`config.mk`:
```
export PLATFORM = sky130hd
export DESIGN_NAME = indoor_bike_data_parser_unit_flat
export DESIGN_NICKNAME = d
export VERILOG_FILES = /design/src/design/ibd_pkg.sv /design/src/design/ibd_stream_if.sv /design/src/design/indoor_bike_data_parser_unit.sv /design/src/flat_wrapper.sv
export SDC_FILE = /design/constraint.sdc
export NUM_CORES = 1
export LEC_CHECK = 0
export BUFFER_PORTS_ARGS = -buffer_cell sky130_fd_sc_hd__buf_2
export CAP_MARGIN = 20
export CORE_MARGIN = 5
export CORE_UTILIZATION = 50
export DETAILED_ROUTE_END_ITERATION = 10
export PLACE_DENSITY = 0.73
export SLEW_MARGIN = 5
export SYNTH_ARGS = -nofsm -noshare
export SYNTH_HDL_FRONTEND = slang
export SYNTH_SLANG_ARGS = --single-unit
```
`constraint.sdc`:
```
create_clock -name clk -period 3.75 [get_ports clk]
set_input_delay 0.5625 -clock clk [delete_from_list [all_inputs] [get_ports clk]]
set_output_delay 0.5625 -clock clk [all_outputs]
set_load 0.01 [all_outputs]
```
`src/design/ibd_pkg.sv`:
```
// ibd_pkg: payload types, field table and helpers for the indoor bike data parser
package ibd_pkg;

  localparam int NUM_FIELDS = 10;

  typedef logic [3:0] fld_idx_t;
  typedef logic [2:0] fld_len_t;
  typedef logic [2:0] fld_slot_t;

  localparam fld_idx_t FLD_DONE = 4'd10;

  localparam fld_slot_t SLOT_SPEED      = 3'd0;
  localparam fld_slot_t SLOT_CADENCE    = 3'd1;
  localparam fld_slot_t SLOT_DISTANCE   = 3'd2;
  localparam fld_slot_t SLOT_RESISTANCE = 3'd3;
  localparam fld_slot_t SLOT_POWER      = 3'd4;
  localparam fld_slot_t SLOT_ENERGY     = 3'd5;
  localparam fld_slot_t SLOT_HEART      = 3'd6;
  localparam fld_slot_t SLOT_NONE       = 3'd7;

  typedef struct packed {
    logic [7:0] data_byte;
    logic       last_byte;
  } ibd_in_t;

  typedef struct packed {
    logic [15:0] speed_centi_kmh;
    logic [15:0] cadence_half_rpm;
    logic [23:0] distance_m;
    logic [15:0] resistance_level;
    logic [15:0] power_w;
    logic [15:0] energy_kcal;
    logic [7:0]  heart_bpm;
    logic [6:0]  present_mask;
    logic        short_packet;
  } ibd_out_t;

  typedef struct packed {
    logic packet_power_enable;
  } ibd_cfg_t;

  // bytes on the wire for each field
  function automatic fld_len_t fld_size(fld_idx_t idx);
    fld_len_t r;
    case (idx)
      4'd4:    r = 3'd3;
      4'd8:    r = 3'd5;
      4'd9:    r = 3'd1;
      default: r = 3'd2;
    endcase
    return r;
  endfunction

  // bytes that carry the stored value
  function automatic fld_len_t fld_vlen(fld_idx_t idx);
    fld_len_t r;
    case (idx)
      4'd4:    r = 3'd3;
      4'd9:    r = 3'd1;
      default: r = 3'd2;
    endcase
    return r;
  endfunction

  function automatic fld_slot_t fld_slot(fld_idx_t idx);
    fld_slot_t r;
    case (idx)
      4'd0:    r = SLOT_SPEED;
      4'd2:    r = SLOT_CADENCE;
      4'd4:    r = SLOT_DISTANCE;
      4'd5:    r = SLOT_RESISTANCE;
      4'd6:    r = SLOT_POWER;
      4'd8:    r = SLOT_ENERGY;
      4'd9:    r = SLOT_HEART;
      default: r = SLOT_NONE;
    endcase
    return r;
  endfunction

  // first present field at or after start, FLD_DONE when none
  function automatic fld_idx_t first_from(logic [NUM_FIELDS-1:0] pres, fld_idx_t start);
    fld_idx_t r;
    r = FLD_DONE;
    for (int i = NUM_FIELDS - 1; i >= 0; i--) begin
      if (pres[i] && (4'(i) >= start)) begin
        r = 4'(i);
      end
    end
    return r;
  endfunction

endpackage

```
`src/design/ibd_stream_if.sv`:
```
// ibd_stream_if: valid/ready channel carrying one payload beat
interface ibd_stream_if #(
  parameter type payload_t = logic
) ();
  logic     valid;
  logic     ready;
  payload_t payload;

  modport source (output valid, output payload, input ready);
  modport sink (input valid, input payload, output ready);
endinterface

```
`src/design/indoor_bike_data_parser_unit.sv`:
```
// indoor_bike_data_parser_unit: byte-serial parser for indoor bike data notifications
//
// in_ch carries one notification byte per beat, last_byte marking the final one.
// The first two bytes form the flags word; later bytes are steered to the flagged
// fields by a field index and byte counter.
// On the last byte one result beat goes to out_ch in the next cycle, carrying the
// held values, the per-packet heart rate and update mask and the short-packet flag.
// Throughput is one input beat per cycle while out_ch does not stall.
// cfg_ch writes packet_power_enable (reset 1) and is always ready; write it only
// while the block is idle.
// out_ch has a single output register: a new beat is taken while the result is
// being taken in the same cycle; if out_ch stalls with a result pending, in_ch
// stops accepting until that result is taken.
// Reset (rst_n low, synchronous) clears held values, the packet state and the
// output valid; the first byte after reset starts a new packet.
module indoor_bike_data_parser_unit #(
  parameter int MAX_PACKET_BYTES = 31
) (
  input  logic         clk,
  input  logic         rst_n,
  ibd_stream_if.sink   in_ch,
  ibd_stream_if.source out_ch,
  ibd_stream_if.sink   cfg_ch
);
  import ibd_pkg::*;

  localparam int POS_W = $clog2(MAX_PACKET_BYTES + 1);

  logic [POS_W-1:0]      pos_r, pos_nxt, pos_upd;
  logic [7:0]            flag_lo_r, flag_lo_nxt;
  logic [NUM_FIELDS-1:0] pres_r, pres_nxt;
  fld_idx_t              idx_r, idx_nxt, idx_upd;
  fld_len_t              k_r, k_nxt;
  logic [23:0]           partial_r, partial_nxt;
  logic [15:0]           speed_r, speed_nxt;
  logic [15:0]           cadence_r, cadence_nxt;
  logic [23:0]           distance_r, distance_nxt;
  logic [15:0]           resist_r, resist_nxt;
  logic [15:0]           power_r, power_nxt;
  logic [15:0]           energy_r, energy_nxt;
  logic [7:0]            heart_r, heart_nxt, heart_upd;
  logic [6:0]            mask_r, mask_nxt, mask_upd;
  logic                  power_en_r;
  logic                  out_valid_r, out_valid_nxt;
  ibd_out_t              out_data_r, out_data_nxt;

  logic                  accept;
  logic                  last;
  logic [7:0]            b;
  logic [NUM_FIELDS-1:0] pres_new;

  assign in_ch.ready    = !out_valid_r || out_ch.ready;
  assign cfg_ch.ready   = 1'b1;
  assign out_ch.valid   = out_valid_r;
  assign out_ch.payload = out_data_r;

  assign accept   = in_ch.valid && in_ch.ready;
  assign last     = in_ch.payload.last_byte;
  assign b        = in_ch.payload.data_byte;
  // speed is present when flag bit 0 is clear
  assign pres_new = {b[1:0], flag_lo_r} ^ NUM_FIELDS'(1);

  always_comb begin
    pos_upd      = pos_r;
    flag_lo_nxt  = flag_lo_r;
    pres_nxt     = pres_r;
    idx_upd      = idx_r;
    k_nxt        = k_r;
    partial_nxt  = partial_r;
    speed_nxt    = speed_r;
    cadence_nxt  = cadence_r;
    distance_nxt = distance_r;
    resist_nxt   = resist_r;
    power_nxt    = power_r;
    energy_nxt   = energy_r;
    heart_upd    = heart_r;
    mask_upd     = mask_r;
    if (accept && (pos_r < POS_W'(MAX_PACKET_BYTES))) begin
      pos_upd = pos_r + POS_W'(1);
      if (pos_r == '0) begin
        flag_lo_nxt = b;
      end else if (pos_r == POS_W'(1)) begin
        pres_nxt = pres_new;
        idx_upd  = first_from(pres_new, 4'd0);
        k_nxt    = '0;
      end else if (idx_r != FLD_DONE) begin
        if (k_r < fld_vlen(idx_r)) begin
          if (k_r == '0) begin
            partial_nxt = {16'b0, b};
          end else begin
            partial_nxt = partial_r | ({16'b0, b} << {k_r[1:0], 3'b000});
          end
          if (k_r == fld_vlen(idx_r) - 3'd1) begin
            case (fld_slot(idx_r))
              SLOT_SPEED: begin
                speed_nxt = partial_nxt[15:0];
                mask_upd[SLOT_SPEED] = 1'b1;
              end
              SLOT_CADENCE: begin
                cadence_nxt = partial_nxt[15:0];
                mask_upd[SLOT_CADENCE] = 1'b1;
              end
              SLOT_DISTANCE: begin
                distance_nxt = partial_nxt;
                mask_upd[SLOT_DISTANCE] = 1'b1;
              end
              SLOT_RESISTANCE: begin
                resist_nxt = partial_nxt[15:0];
                mask_upd[SLOT_RESISTANCE] = 1'b1;
              end
              SLOT_POWER: begin
                if (power_en_r) begin
                  power_nxt = partial_nxt[15:0];
                  mask_upd[SLOT_POWER] = 1'b1;
                end
              end
              SLOT_ENERGY: begin
                energy_nxt = partial_nxt[15:0];
                mask_upd[SLOT_ENERGY] = 1'b1;
              end
              SLOT_HEART: begin
                heart_upd = partial_nxt[7:0];
                mask_upd[SLOT_HEART] = 1'b1;
              end
              default: begin
              end
            endcase
          end
        end
        if (k_r == fld_size(idx_r) - 3'd1) begin
          idx_upd = first_from(pres_r, idx_r + 4'd1);
          k_nxt   = '0;
        end else begin
          k_nxt = k_r + 3'd1;
        end
      end
    end
  end

  always_comb begin
    pos_nxt   = pos_upd;
    idx_nxt   = idx_upd;
    heart_nxt = heart_upd;
    mask_nxt  = mask_upd;
    out_data_nxt = out_data_r;
    out_valid_nxt = out_valid_r && !out_ch.ready;
    if (accept && last) begin
      out_valid_nxt                 = 1'b1;
      out_data_nxt.speed_centi_kmh  = speed_nxt;
      out_data_nxt.cadence_half_rpm = cadence_nxt;
      out_data_nxt.distance_m       = distance_nxt;
      out_data_nxt.resistance_level = resist_nxt;
      out_data_nxt.power_w          = power_nxt;
      out_data_nxt.energy_kcal      = energy_nxt;
      out_data_nxt.heart_bpm        = heart_upd;
      out_data_nxt.present_mask     = mask_upd;
      out_data_nxt.short_packet     = (pos_upd < POS_W'(2)) || (idx_upd != FLD_DONE);
      pos_nxt   = '0;
      idx_nxt   = FLD_DONE;
      heart_nxt = '0;
      mask_nxt  = '0;
    end
  end

  always_ff @(posedge clk) begin
    if (!rst_n) begin
      pos_r       <= '0;
      idx_r       <= FLD_DONE;
      k_r         <= '0;
      speed_r     <= '0;
      cadence_r   <= '0;
      distance_r  <= '0;
      resist_r    <= '0;
      power_r     <= '0;
      energy_r    <= '0;
      heart_r     <= '0;
      mask_r      <= '0;
      power_en_r  <= 1'b1;
      out_valid_r <= 1'b0;
    end else begin
      pos_r       <= pos_nxt;
      idx_r       <= idx_nxt;
      k_r         <= k_nxt;
      speed_r     <= speed_nxt;
      cadence_r   <= cadence_nxt;
      distance_r  <= distance_nxt;
      resist_r    <= resist_nxt;
      power_r     <= power_nxt;
      energy_r    <= energy_nxt;
      heart_r     <= heart_nxt;
      mask_r      <= mask_nxt;
      out_valid_r <= out_valid_nxt;
      if (cfg_ch.valid) begin
        power_en_r <= cfg_ch.payload.packet_power_enable;
      end
    end
  end

  // payload registers
  always_ff @(posedge clk) begin
    flag_lo_r  <= flag_lo_nxt;
    pres_r     <= pres_nxt;
    partial_r  <= partial_nxt;
    out_data_r <= out_data_nxt;
  end

endmodule

```
`src/flat_wrapper.sv`:
```
// flat-port wrapper written by rule: the top's interface ports become plain ports
module indoor_bike_data_parser_unit_flat import ibd_pkg::*;
#(
  parameter int MAX_PACKET_BYTES = 31
)
  (clk, rst_n, in_ch_valid, in_ch_payload, in_ch_ready, out_ch_valid, out_ch_payload, out_ch_ready, cfg_ch_valid, cfg_ch_payload, cfg_ch_ready);
  ibd_stream_if #(.payload_t(ibd_in_t)) in_ch_i ();
  ibd_stream_if #(.payload_t(ibd_out_t)) out_ch_i ();
  ibd_stream_if #(.payload_t(ibd_cfg_t)) cfg_ch_i ();
  input  logic clk;
  input  logic rst_n;
  input wire logic [$bits(in_ch_i.valid)-1:0] in_ch_valid;
  input wire logic [$bits(in_ch_i.payload)-1:0] in_ch_payload;
  output wire logic [$bits(in_ch_i.ready)-1:0] in_ch_ready;
  output wire logic [$bits(out_ch_i.valid)-1:0] out_ch_valid;
  output wire logic [$bits(out_ch_i.payload)-1:0] out_ch_payload;
  input wire logic [$bits(out_ch_i.ready)-1:0] out_ch_ready;
  input wire logic [$bits(cfg_ch_i.valid)-1:0] cfg_ch_valid;
  input wire logic [$bits(cfg_ch_i.payload)-1:0] cfg_ch_payload;
  output wire logic [$bits(cfg_ch_i.ready)-1:0] cfg_ch_ready;
  assign in_ch_i.valid = in_ch_valid;
  assign in_ch_i.payload = in_ch_payload;
  assign in_ch_ready = in_ch_i.ready;
  assign out_ch_valid = out_ch_i.valid;
  assign out_ch_payload = out_ch_i.payload;
  assign out_ch_i.ready = out_ch_ready;
  assign cfg_ch_i.valid = cfg_ch_valid;
  assign cfg_ch_i.payload = cfg_ch_payload;
  assign cfg_ch_ready = cfg_ch_i.ready;
  indoor_bike_data_parser_unit #(.MAX_PACKET_BYTES(MAX_PACKET_BYTES)) u_core (.clk(clk), .rst_n(rst_n), .in_ch(in_ch_i), .out_ch(out_ch_i), .cfg_ch(cfg_ch_i));
endmodule
```
Yosys cells after proc, flatten, opt, wreduce, memory -nomap -nowiden
Index checks and enable logic that the tools add are counted.

Register bits after elaboration: 295. Latch bits: 0. RAM bits: 0. Bits in read-only memories: 0. Word-level logic and storage cells: 211. Memories kept: 0.

Add/subtract/negate cells: 5. Multiply operators: 0. Div/mod/pow operators: 0. $lt $le $gt $ge: 13. Eq/ne operators: 17. Shift operators: 1. Mux-type cells: 117. Bitwise gates (word level): 5. Reductions and logical operators: 28.

Operators by type and width (number): $mux 16 (36); $mux 24 (8); $mux 4 (21); $mux 3 (22); $mux 8 (7); $mux 7 (6); $or 24x24->24 (1); $shl 8x5->24 (1); $pmux 3 s7 (1); $ge 3x4->1 const A (4); $logic_and 1x1->1 (14); $eq 4x3->1 const B (3); $eq 3x3->1 const B (3); $mux 1 (9); $pmux 3 s3 (1); $eq 4x4->1 const B (2); $ge 1x4->1 const A (2); $ge 2x4->1 const A (2); $ge 4x4->1 const A (2); $mux 2 (4); $ne 4x4->1 const B (2); $eq 3x2->1 const B (2); $eq 3x3->1 (2); $logic_not 3->1 (2); 22 further kinds (29).

Depth between registers and ports, before layout
Gate-level depths: netlist (run 1).

Depth after elaboration: 28. Gate-level depth with buffers: 13. Depth with buffers taken out: 11.

Least setup slack after synthesis (run 1)
No wires, ideal clock.

Kind: in2reg. Start point: input port out_ch_ready. End point: register u_core.out_data_r (netlist bit u_core.out_ch.payload[0]), enable pin. Library setup time: 0.473 ns. Data arrival time: 3.341 ns. Slack: -0.064 ns. Stages on the path: 3. Path buffers: 0. Cells stage by stage: nand2b_1 nand3_1 inv_1.

Word-level cells in the longest chain between the ends: 3.

RTL lines: start, declared (RTL line flat_wrapper.sv:17) `input wire logic [$bits(out_ch_i.ready)-1:0] out_ch_ready;`; $logic_or 1x1->1 (RTL line indoor_bike_data_parser_unit.sv:52) `assign in_ch.ready = !out_valid_r || out_ch.ready;`; $logic_and 1x1->1 (RTL line indoor_bike_data_parser_unit.sv:57) `assign accept = in_ch.valid && in_ch.ready;`; $logic_and 1x1->1 (RTL line indoor_bike_data_parser_unit.sv:147) `if (accept && last) begin`; end signal, assigned (RTL line indoor_bike_data_parser_unit.sv:204) `out_data_r <= out_data_nxt;`; end, declared (RTL line indoor_bike_data_parser_unit.sv:45) `ibd_out_t out_data_r, out_data_nxt;`.

Every way passes these cells. A chain may end at the register's enable or synchronous reset.

Final worst setup path (run 1)
Start point: register u_core.idx_r[1]. End point: register u_core.distance_r[3].

Word-level cells in the longest chain between the ends: 16. Elaborated cells on any way between the ends: 36. Classes of those cells: add/sub: 1; order compare: 1; eq/ne: 9; mux: 24; reduce/logical: 1.

RTL lines: start, declared (RTL line indoor_bike_data_parser_unit.sv:32) `fld_idx_t idx_r, idx_nxt, idx_upd;`; start signal, assigned (RTL line indoor_bike_data_parser_unit.sv:182) `idx_r <= idx_nxt;`; branches (longest 12 deep; another with $sub 3x1->3); $mux 24 (*) (RTL line indoor_bike_data_parser_unit.sv:86) `end else if (idx_r != FLD_DONE) begin`; $mux 24 (*) (RTL line indoor_bike_data_parser_unit.sv:82) `end else if (pos_r == POS_W'(1)) begin`; $mux 24 (*) (RTL line indoor_bike_data_parser_unit.sv:80) `if (pos_r == '0) begin`; $mux 24 (*) (RTL line indoor_bike_data_parser_unit.sv:78) `if (accept && (pos_r < POS_W'(MAX_PACKET_BYTES))) begin`; end signal, assigned (RTL line indoor_bike_data_parser_unit.sv:186) `distance_r <= distance_nxt;`; end, declared (RTL line indoor_bike_data_parser_unit.sv:37) `logic [23:0] distance_r, distance_nxt;`.

Mark *: on every way between the ends. The select of a mux whose other input is x is not followed.

==> run summary, run 1 <==
Clk_skew: 0.0159 ns
Leakage power: 5.26 nW
Largest net degree at the start of global routing: 121
Peak supply drop: 0.405 mV
WL per Instance: 18.5 um
Post-Place Cells: 1294
R2r endpoint: u_core.distance_r[3]
Fin crit period: 3.31 ns
Run status: complete, no violations
Reg2reg path depth: 12
Iteration-0 DRC Markers: 507
Largest stage delay on the critical path: 0.46 ns
Setup ws final: 0.442 ns
Die H: 162 um
Final nets: 1069
Clock Latency Late Sink: 0.54 ns
Synth warnings: 0
CTS sink cnt: 295
Final Non-Filler Cells: 1350
Vias: 7366
Hold endpoint: u_core.power_en_r
Hold-critical path depth: 3
Cells along the critical path: inv_1 > ha_1 > nand2_1 > inv_1 > ha_1 > a211oi_1 > nand3_4 > nor4_4 > buf_4 > buf_4 > nor2_1 > a211oi_1
Max-cap viol count: 0
P&R area growth vs syn: 17.3%
Register area: 7530 um2
CTS tree: built
Hold Startpoint: cfg_ch_payload
Setup-failing EPs final: 0
Root Buffer: clkbuf_16
Comb power frac: 3.7%
R2R Path Start: u_core.idx_r[1]
Kind of cell adding the most delay to the critical path: buffers and inverters
Fin. max-slew vios: 0
Int Pwr: 5.27 mW
Area occupied by multi-input gates: 3590 um2
Async SR Flop Fraction: 0%
Worst-path clk slew: 0.06 ns
Critical path's slowest cell: dfxtp_1
Worst Setup Start Kind: register
Worst EP required: 4.20 ns
Switching power: 1.42 mW
Layout cells sized above 1: 27.3%
Hold_buf cts: 0
Post-DRT Antenna Nets: 0
Place WS: 0.480 ns
Syn Nets: 927
Fmax achieved: 302 MHz
Bufs on Longest Clock Path: 3
Syn Inst Count: 899
Power per Cell Area: 497 nW/um2
CP max FO: 25
Final hold vios: 0
Post-synth EDFFs: 162
Post-CTS Setup Inserts: 0
Congestion Overflow GR: 0
DP HPWL: 16100 um
Placed Instance Area: 12500 um2
First-pass GRT wire length: 39300 um
Crit path kind: reg2reg
R2R Setup Slk: 0.44 ns
Synth Area per Inst: 12.8 um2
Clock share of power: 44.2%
Least-Margin Pin Slew: 0.976 ns
Synth Flop Type: edfxtp_1
Net Sw Frac: 21.3%
Antenna violations before repair: 1
Synth unique cells: 64
Final wirelength: 25000 um
Die Wd: 162 um
Vias per inst: 5.46
Port bufs: 136
RSZ-0062 raised after global routing: false
Overall global routing resource usage: 18.7%
Initial core utilization: 50.8%
Fill cell total of the finished layout: 1785
CTS Buf Count: 30
Cell Area, Synth: 11500 um2
Arr. time, crit path: 3.76 ns
Core box area: 22600 um2
CP Buf/Inv Count: 4
Final period util: 88.2%
RePlAce Congestion: 0.871
Number of global-route vias before repair: 7219
Drt pass-1 iters: 5
Seq cells post-synth: 295
Cts repair resizes: 0
Crit. End Element: register
Row cnt: 55
Reg power frac: 52.0%
Final instance area: 13500 um2
H-tree depth: 1
DRC Markers: 0
Hold Crit Class: in2reg
Slew Limit Headroom: 34.8%
Sum of negative setup slack: 0 ns
Die Outline Area: 26100 um2
Top Ports: 138
Post-synthesis sequential area ratio: 65.4%
layout by cell type, fill, tap and decap left out, drive strengths merged, types with 3 or more instances in the layout:
cell / n
a211oi: 61
a21boi: 3
a21oi: 79
a22oi: 10
and2: 59
buf: 162
clkbuf: 39
clkinv: 12
clkinvlp: 3
dfxtp: 133
edfxtp: 162
ha: 13
inv: 27
mux2: 57
nand2: 17
nand2b: 8
nand3: 11
nand3b: 4
nand4: 4
nor2: 98
nor2b: 13
nor3: 14
nor4: 4
o21a: 5
o21ai: 15
o31ai: 3
or2: 7
xnor2: 5
xor2: 3
registers in the layout, summed over array words and instances, names as in the netlist, 4 cells and up:
register	count
u_core.cadence_r	16
u_core.distance_r	24
u_core.energy_r	16
u_core.flag_lo_r	8
u_core.heart_r	8
u_core.idx_r	4
u_core.mask_r	7
u_core.out_ch.payload	120
u_core.partial_r	24
u_core.pos_r	5
u_core.power_r	16
u_core.pres_r	10
u_core.resist_r	16
u_core.speed_r	16
per-layer routing:
layer	vias to the layer above	share of wire (%)	track usage (%)
met5	-	0	0
met2	202	48	30.7
met3	37	6.7	4.44
met1	3567	44	25.3
li1	3560	-	-
met4	0	1.8	4.58
layout make-up:
| cell class | instances | share of cell area (%) |
|---|---|---|
| clock inverter | 16 | 0.909 |
| sequential | 295 | 55.8 |
| antenna | 1 | 0.0185 |
| multi-input combinational | 525 | 26.6 |
| clock buffer | 39 | 6.58 |
| timing repair buffer | 162 | 6.68 |
| tap | 285 | 2.64 |
| inverter | 27 | 0.779 |
power groups by stage:
stage	clock network, mW	logic (mW)	registers [mW]
after floorplan	0	0.113	3.58
after global placement	0	0.252	3.56
after detailed placement	0	0.254	3.56
after CTS	3.03	0.254	3.49
after global routing	3.18	0.272	3.49
final	2.96	0.251	3.49
cell usage after synthesis (3+ instances only):
| library cell | instances | area share, % |
|---|---|---|
| nor2b_1 | 13 | 0.71 |
| xnor2_1 | 5 | 0.38 |
| and2_1 | 59 | 3.2 |
| buf_6 | 5 | 0.49 |
| nand3_1 | 9 | 0.39 |
| o31ai_1 | 3 | 0.20 |
| o21a_1 | 5 | 0.33 |
| a211oi_2 | 4 | 0.44 |
| edfxtp_1 | 162 | 42 |
| mux2_4 | 10 | 1.3 |
| nand3b_1 | 4 | 0.26 |
| dfxtp_1 | 133 | 23 |
| inv_1 | 26 | 0.85 |
| buf_2 | 8 | 0.35 |
| ha_1 | 13 | 1.4 |
| nand2_1 | 17 | 0.55 |
| a211oi_1 | 57 | 3.7 |
| mux2_1 | 4 | 0.39 |
| nor3_4 | 4 | 0.57 |
| or2_2 | 7 | 0.38 |
| nor3_1 | 8 | 0.35 |
| buf_4 | 12 | 0.78 |
| nor2_1 | 98 | 3.2 |
| xor2_1 | 3 | 0.23 |
| clkbuf_1 | 27 | 0.88 |
| nand4_1 | 4 | 0.22 |
| a21oi_1 | 79 | 3.4 |
| a21boi_0 | 3 | 0.20 |
| a22oi_1 | 10 | 0.65 |
| nand2b_1 | 8 | 0.44 |
| o21ai_0 | 14 | 0.61 |
| mux2_2 | 43 | 4.2 |
stage by stage:
step                      power [mW]  utilization [%]  hold WS (ns)
after floorplan                 3.69                -         0.441
after global placement          3.81             55.1         0.481
after detailed placement        3.81             55.1         0.488
after CTS                       6.77             59.6         0.234
after global routing            6.94             59.6         0.256
final                           6.70             59.6         0.247
worst reg2reg max path, cell delays in order, from the launching register on:
cell,delay [ns]
dfxtp_1,0.46
inv_1,0.13
ha_1,0.25
nand2_1,0.13
inv_1,0.06
ha_1,0.27
a211oi_1,0.43
nand3_4,0.27
nor4_4,0.26
buf_4,0.32
buf_4,0.34
nor2_1,0.10
a211oi_1,0.22
worst max path at each step:
stage,cells past startpoint,to,start,slack [ns]
finish,12,u_core.distance_r[3],u_core.idx_r[1],0.44
global route,12,u_core.out_ch.payload[71],u_core.idx_r[1],0.14
floorplan,3,u_core.out_ch.payload[0],out_ch_ready,0.50
global placement,11,u_core.out_ch.payload[106],u_core.idx_r[1],0.57
CTS,10,u_core.resist_r[12],u_core.idx_r[1],0.47
detailed placement,11,u_core.speed_r[6],u_core.idx_r[1],0.48
logic make-up after synthesis:
kind of cell               share of synthesized area (%)
other                                             0.0326
muxes                                               6.08
buffers and inverters                               3.38
adders and majority gates                           1.41
xor gates and xnor gates                           0.609
DFF                                                 65.4
and+or+nand+nor                                     11.9
AOI/OAI and AO/OA                                   11.2
No activity file was read; power rests on OpenSTA's default activity.
==> run 2, diff against run 1 <==
--- a/config.mk
+++ b/config.mk
@@ -8,9 +8,8 @@
 export BUFFER_PORTS_ARGS = -buffer_cell sky130_fd_sc_hd__buf_2
 export CAP_MARGIN = 20
 export CORE_MARGIN = 5
-export CORE_UTILIZATION = 50
+export CORE_UTILIZATION = 38
 export DETAILED_ROUTE_END_ITERATION = 10
-export PLACE_DENSITY = 0.73
 export SLEW_MARGIN = 5
 export SYNTH_ARGS = -nofsm -noshare
 export SYNTH_HDL_FRONTEND = slang
==> run 2 against run 1 <==
Compared with the run above:
- hold slack worse by 0.024 ns
- flip-flop and latch count stayed put
- non-clock buffer count is 1 higher
- critical path depth stayed put
- clock skew is 0.00096 ns lower
- register-to-register slack hardly changed
- utilization is 14 points lower
- critical path type unchanged
- largest power group unchanged
==> run summary, run 2 (synthesized netlist as in run 1, its figures left out) <==
H-tree depth: 1 (unchanged)
Worst EP required: 4.20 ns (about the same)
Top Ports: 138 (unchanged)
Drt pass-1 iters: 5 (unchanged)
Fin crit period: 3.32 ns (+0.0149 ns)
Crit. End Element: register
Peak supply drop: 0.345 mV (-15%)
Overall global routing resource usage: 14.8% (-3.8 points)
CP max FO: 33 (+32%)
Switching power: 1.48 mW (+3.7%)
Reg power frac: 50.8% (-1.2 points)
Bufs on Longest Clock Path: 3 (unchanged)
Final period util: 88.6% (+0.40 points)
Met3 usage: 2.85% (-1.6 points)
Post-CTS Setup Inserts: 0 (unchanged)
Die Wd: 184 um (+14%)
Least-Margin Pin Slew: 0.927 ns (-0.0486 ns)
Post-DRT Antenna Nets: 0 (unchanged)
Vias: 7260 (-1.4%)
Met2 Use GR: 23.7% (-7.0 points)
Largest stage delay on the critical path: 0.42 ns (-0.04 ns)
Fmax achieved: 301 MHz (-0.45%)
Cts repair resizes: 0 (unchanged)
Final nets: 1071 (+0.19%)
Fin. max-slew vios: 0 (unchanged)
Most common cell after layout, fill and taps aside: edfxtp_1
Clock Latency Late Sink: 0.56 ns (+0.02 ns)
Power per Cell Area: 501 nW/um2 (+0.85%)
RSZ-0062 raised after global routing: false
DP HPWL: 16800 um (+4.3%)
CTS sink cnt: 295 (unchanged)
Number of global-route vias before repair: 7102 (-1.6%)
Die Outline Area: 33900 um2 (+29%)
Int Pwr: 5.38 mW (+2.0%)
WL per Instance: 17.7 um (-4.5%)
Slew Limit Headroom: 38.1% (+3.2 points)
Sum of negative setup slack: 0 ns (unchanged)
Commonest non-fill, non-tap cells in the layout: edfxtp_1 (162), buf_2 (136), dfxtp_1 (133)
Root Buffer: clkbuf_16
Row cnt: 63 (+15%)
Max-cap viol count: 0 (unchanged)
Die H: 184 um (+14%)
Routing usage on met1: 20.6% (-4.7 points)
DRC Markers: 0 (unchanged)
RePlAce Congestion: 0.839 (-3.7%)
Worst hold margin: 0.223 ns (-0.0244 ns)
Arr. time, crit path: 3.78 ns (+0.02 ns)
Clock share of power: 45.4% (+1.2 points)
Largest net degree at the start of global routing: 61 (-50%)
CTS Buf Count: 31 (+3.3%)
Kind of cell adding the most delay to the critical path: simple AND/OR/NAND/NOR gates
Crit path kind: reg2reg
Post-Place Cells: 1400 (+8.2%)
CTS tree: built
Initial core utilization: 38.6% (-12 points)
Worst Setup Start Kind: register
Core box area: 29800 um2 (+32%)
Port bufs: 136 (unchanged)
Final hold vios: 0 (unchanged)
Hold_buf cts: 0 (unchanged)
Net Sw Frac: 21.5% (+0.28 points)
Busiest layer in global routing: met2
Antenna Diode Count: 0 (-1)
Setup-failing EPs final: 0 (unchanged)
Final Non-Filler Cells: 1458 (+8.0%)
Vias per inst: 4.98 (-8.7%)
Iteration-0 DRC Markers: 468 (-7.7%)
Number of flip-flops in the largest register: 120 (unchanged)
Layout cells sized above 1: 27.3% (+0.085 points)
Worst-path clk slew: 0.06 ns (about the same)
Run status: complete, no violations
Antenna violations before repair: 0 (-1)
Final wirelength: 25700 um (+3.1%)
Cells along the critical path: inv_1 > ha_1 > nand3b_1 > nand2_1 > ha_1 > inv_1 > a211oi_1 > nand3_4 > nor4_4 > buf_4 > mux2_2 > and2_1
Hold Crit Class: in2reg
Leakage power: 5.29 nW (+0.63%)
Critical path's slowest cell: buf_4
CP Buf/Inv Count: 3 (-1)
Core Util, Final: 46.0% (-14 points)
Congestion Overflow GR: 0 (unchanged)
Clk_skew: 0.0149 ns (-0.000963 ns)
First-pass GRT wire length: 40100 um (+1.9%)
P&R area growth vs syn: 19.0%
Comb power frac: 3.7% (about the same)
==> run 2: changes by cell type in the layout (fill, tap and decap cells not counted), sizes merged <==
cell / change
clkinv: +1
buf: +1
diode: -1
inv: +1
clkbuf: -2
bufinv: +3
==> run 2: tightest hold or removal path: cells and delay by family <==
family,cells,cell delay (ns)
buffers and inverters,1,0.08
multiplexers,1,0.06
AND/OR/NAND/NOR,1,0.06
==> run 2: power groups by stage <==
stage	sequential [mW]	clock, mW	combinational [mW]
after floorplan	3.58	0	0.113
after global placement	3.56	0	0.260
after detailed placement	3.55	0	0.262
after CTS	3.49	3.20	0.262
after global routing	3.49	3.33	0.282
final	3.48	3.12	0.257
==> run 2: area by class of cell <==
cell class                      count  area [um2]
Clock buffer                       37         818
Clock inverter                     21         234
Fill cell                        2757       16100
Inverter                           27         105
Multi-Input combinational cell    525        3590
Sequential cell                   295        7530
Tap cell                          390         488
Timing Repair Buffer              163         933
==> run 2: stage by stage <==
step / setup slack, ns / instance area, um2 / power [mW]
floorplan: 0.504 / 11500 / 3.69
global placement: 0.563 / 12600 / 3.82
detailed placement: 0.487 / 12600 / 3.82
CTS: 0.478 / 13700 / 6.95
global route: 0.178 / 13700 / 7.10
finish: 0.427 / 13700 / 6.86
==> run 2: per-layer routing <==
layer	part of all wire [%]	vias to the layer above	routed length, um
met3	5.2	39	1350
li1	-	3561	-
met5	0	-	0
met1	45	3496	11700
met2	47	164	12000
met4	2.7	0	687
==> run 2: worst paths after layout <==
kind                               end                 from  slack, ns  cells after the start
setup / recovery  u_core.cadence_r[13]      u_core.idx_r[1]       0.43                     12
hold / removal       u_core.power_en_r       cfg_ch_payload       0.22                      3
setup reg to reg  u_core.cadence_r[13]      u_core.idx_r[1]       0.43                     12
hold reg to reg       u_core.pres_r[1]  u_core.flag_lo_r[1]       0.50                      0
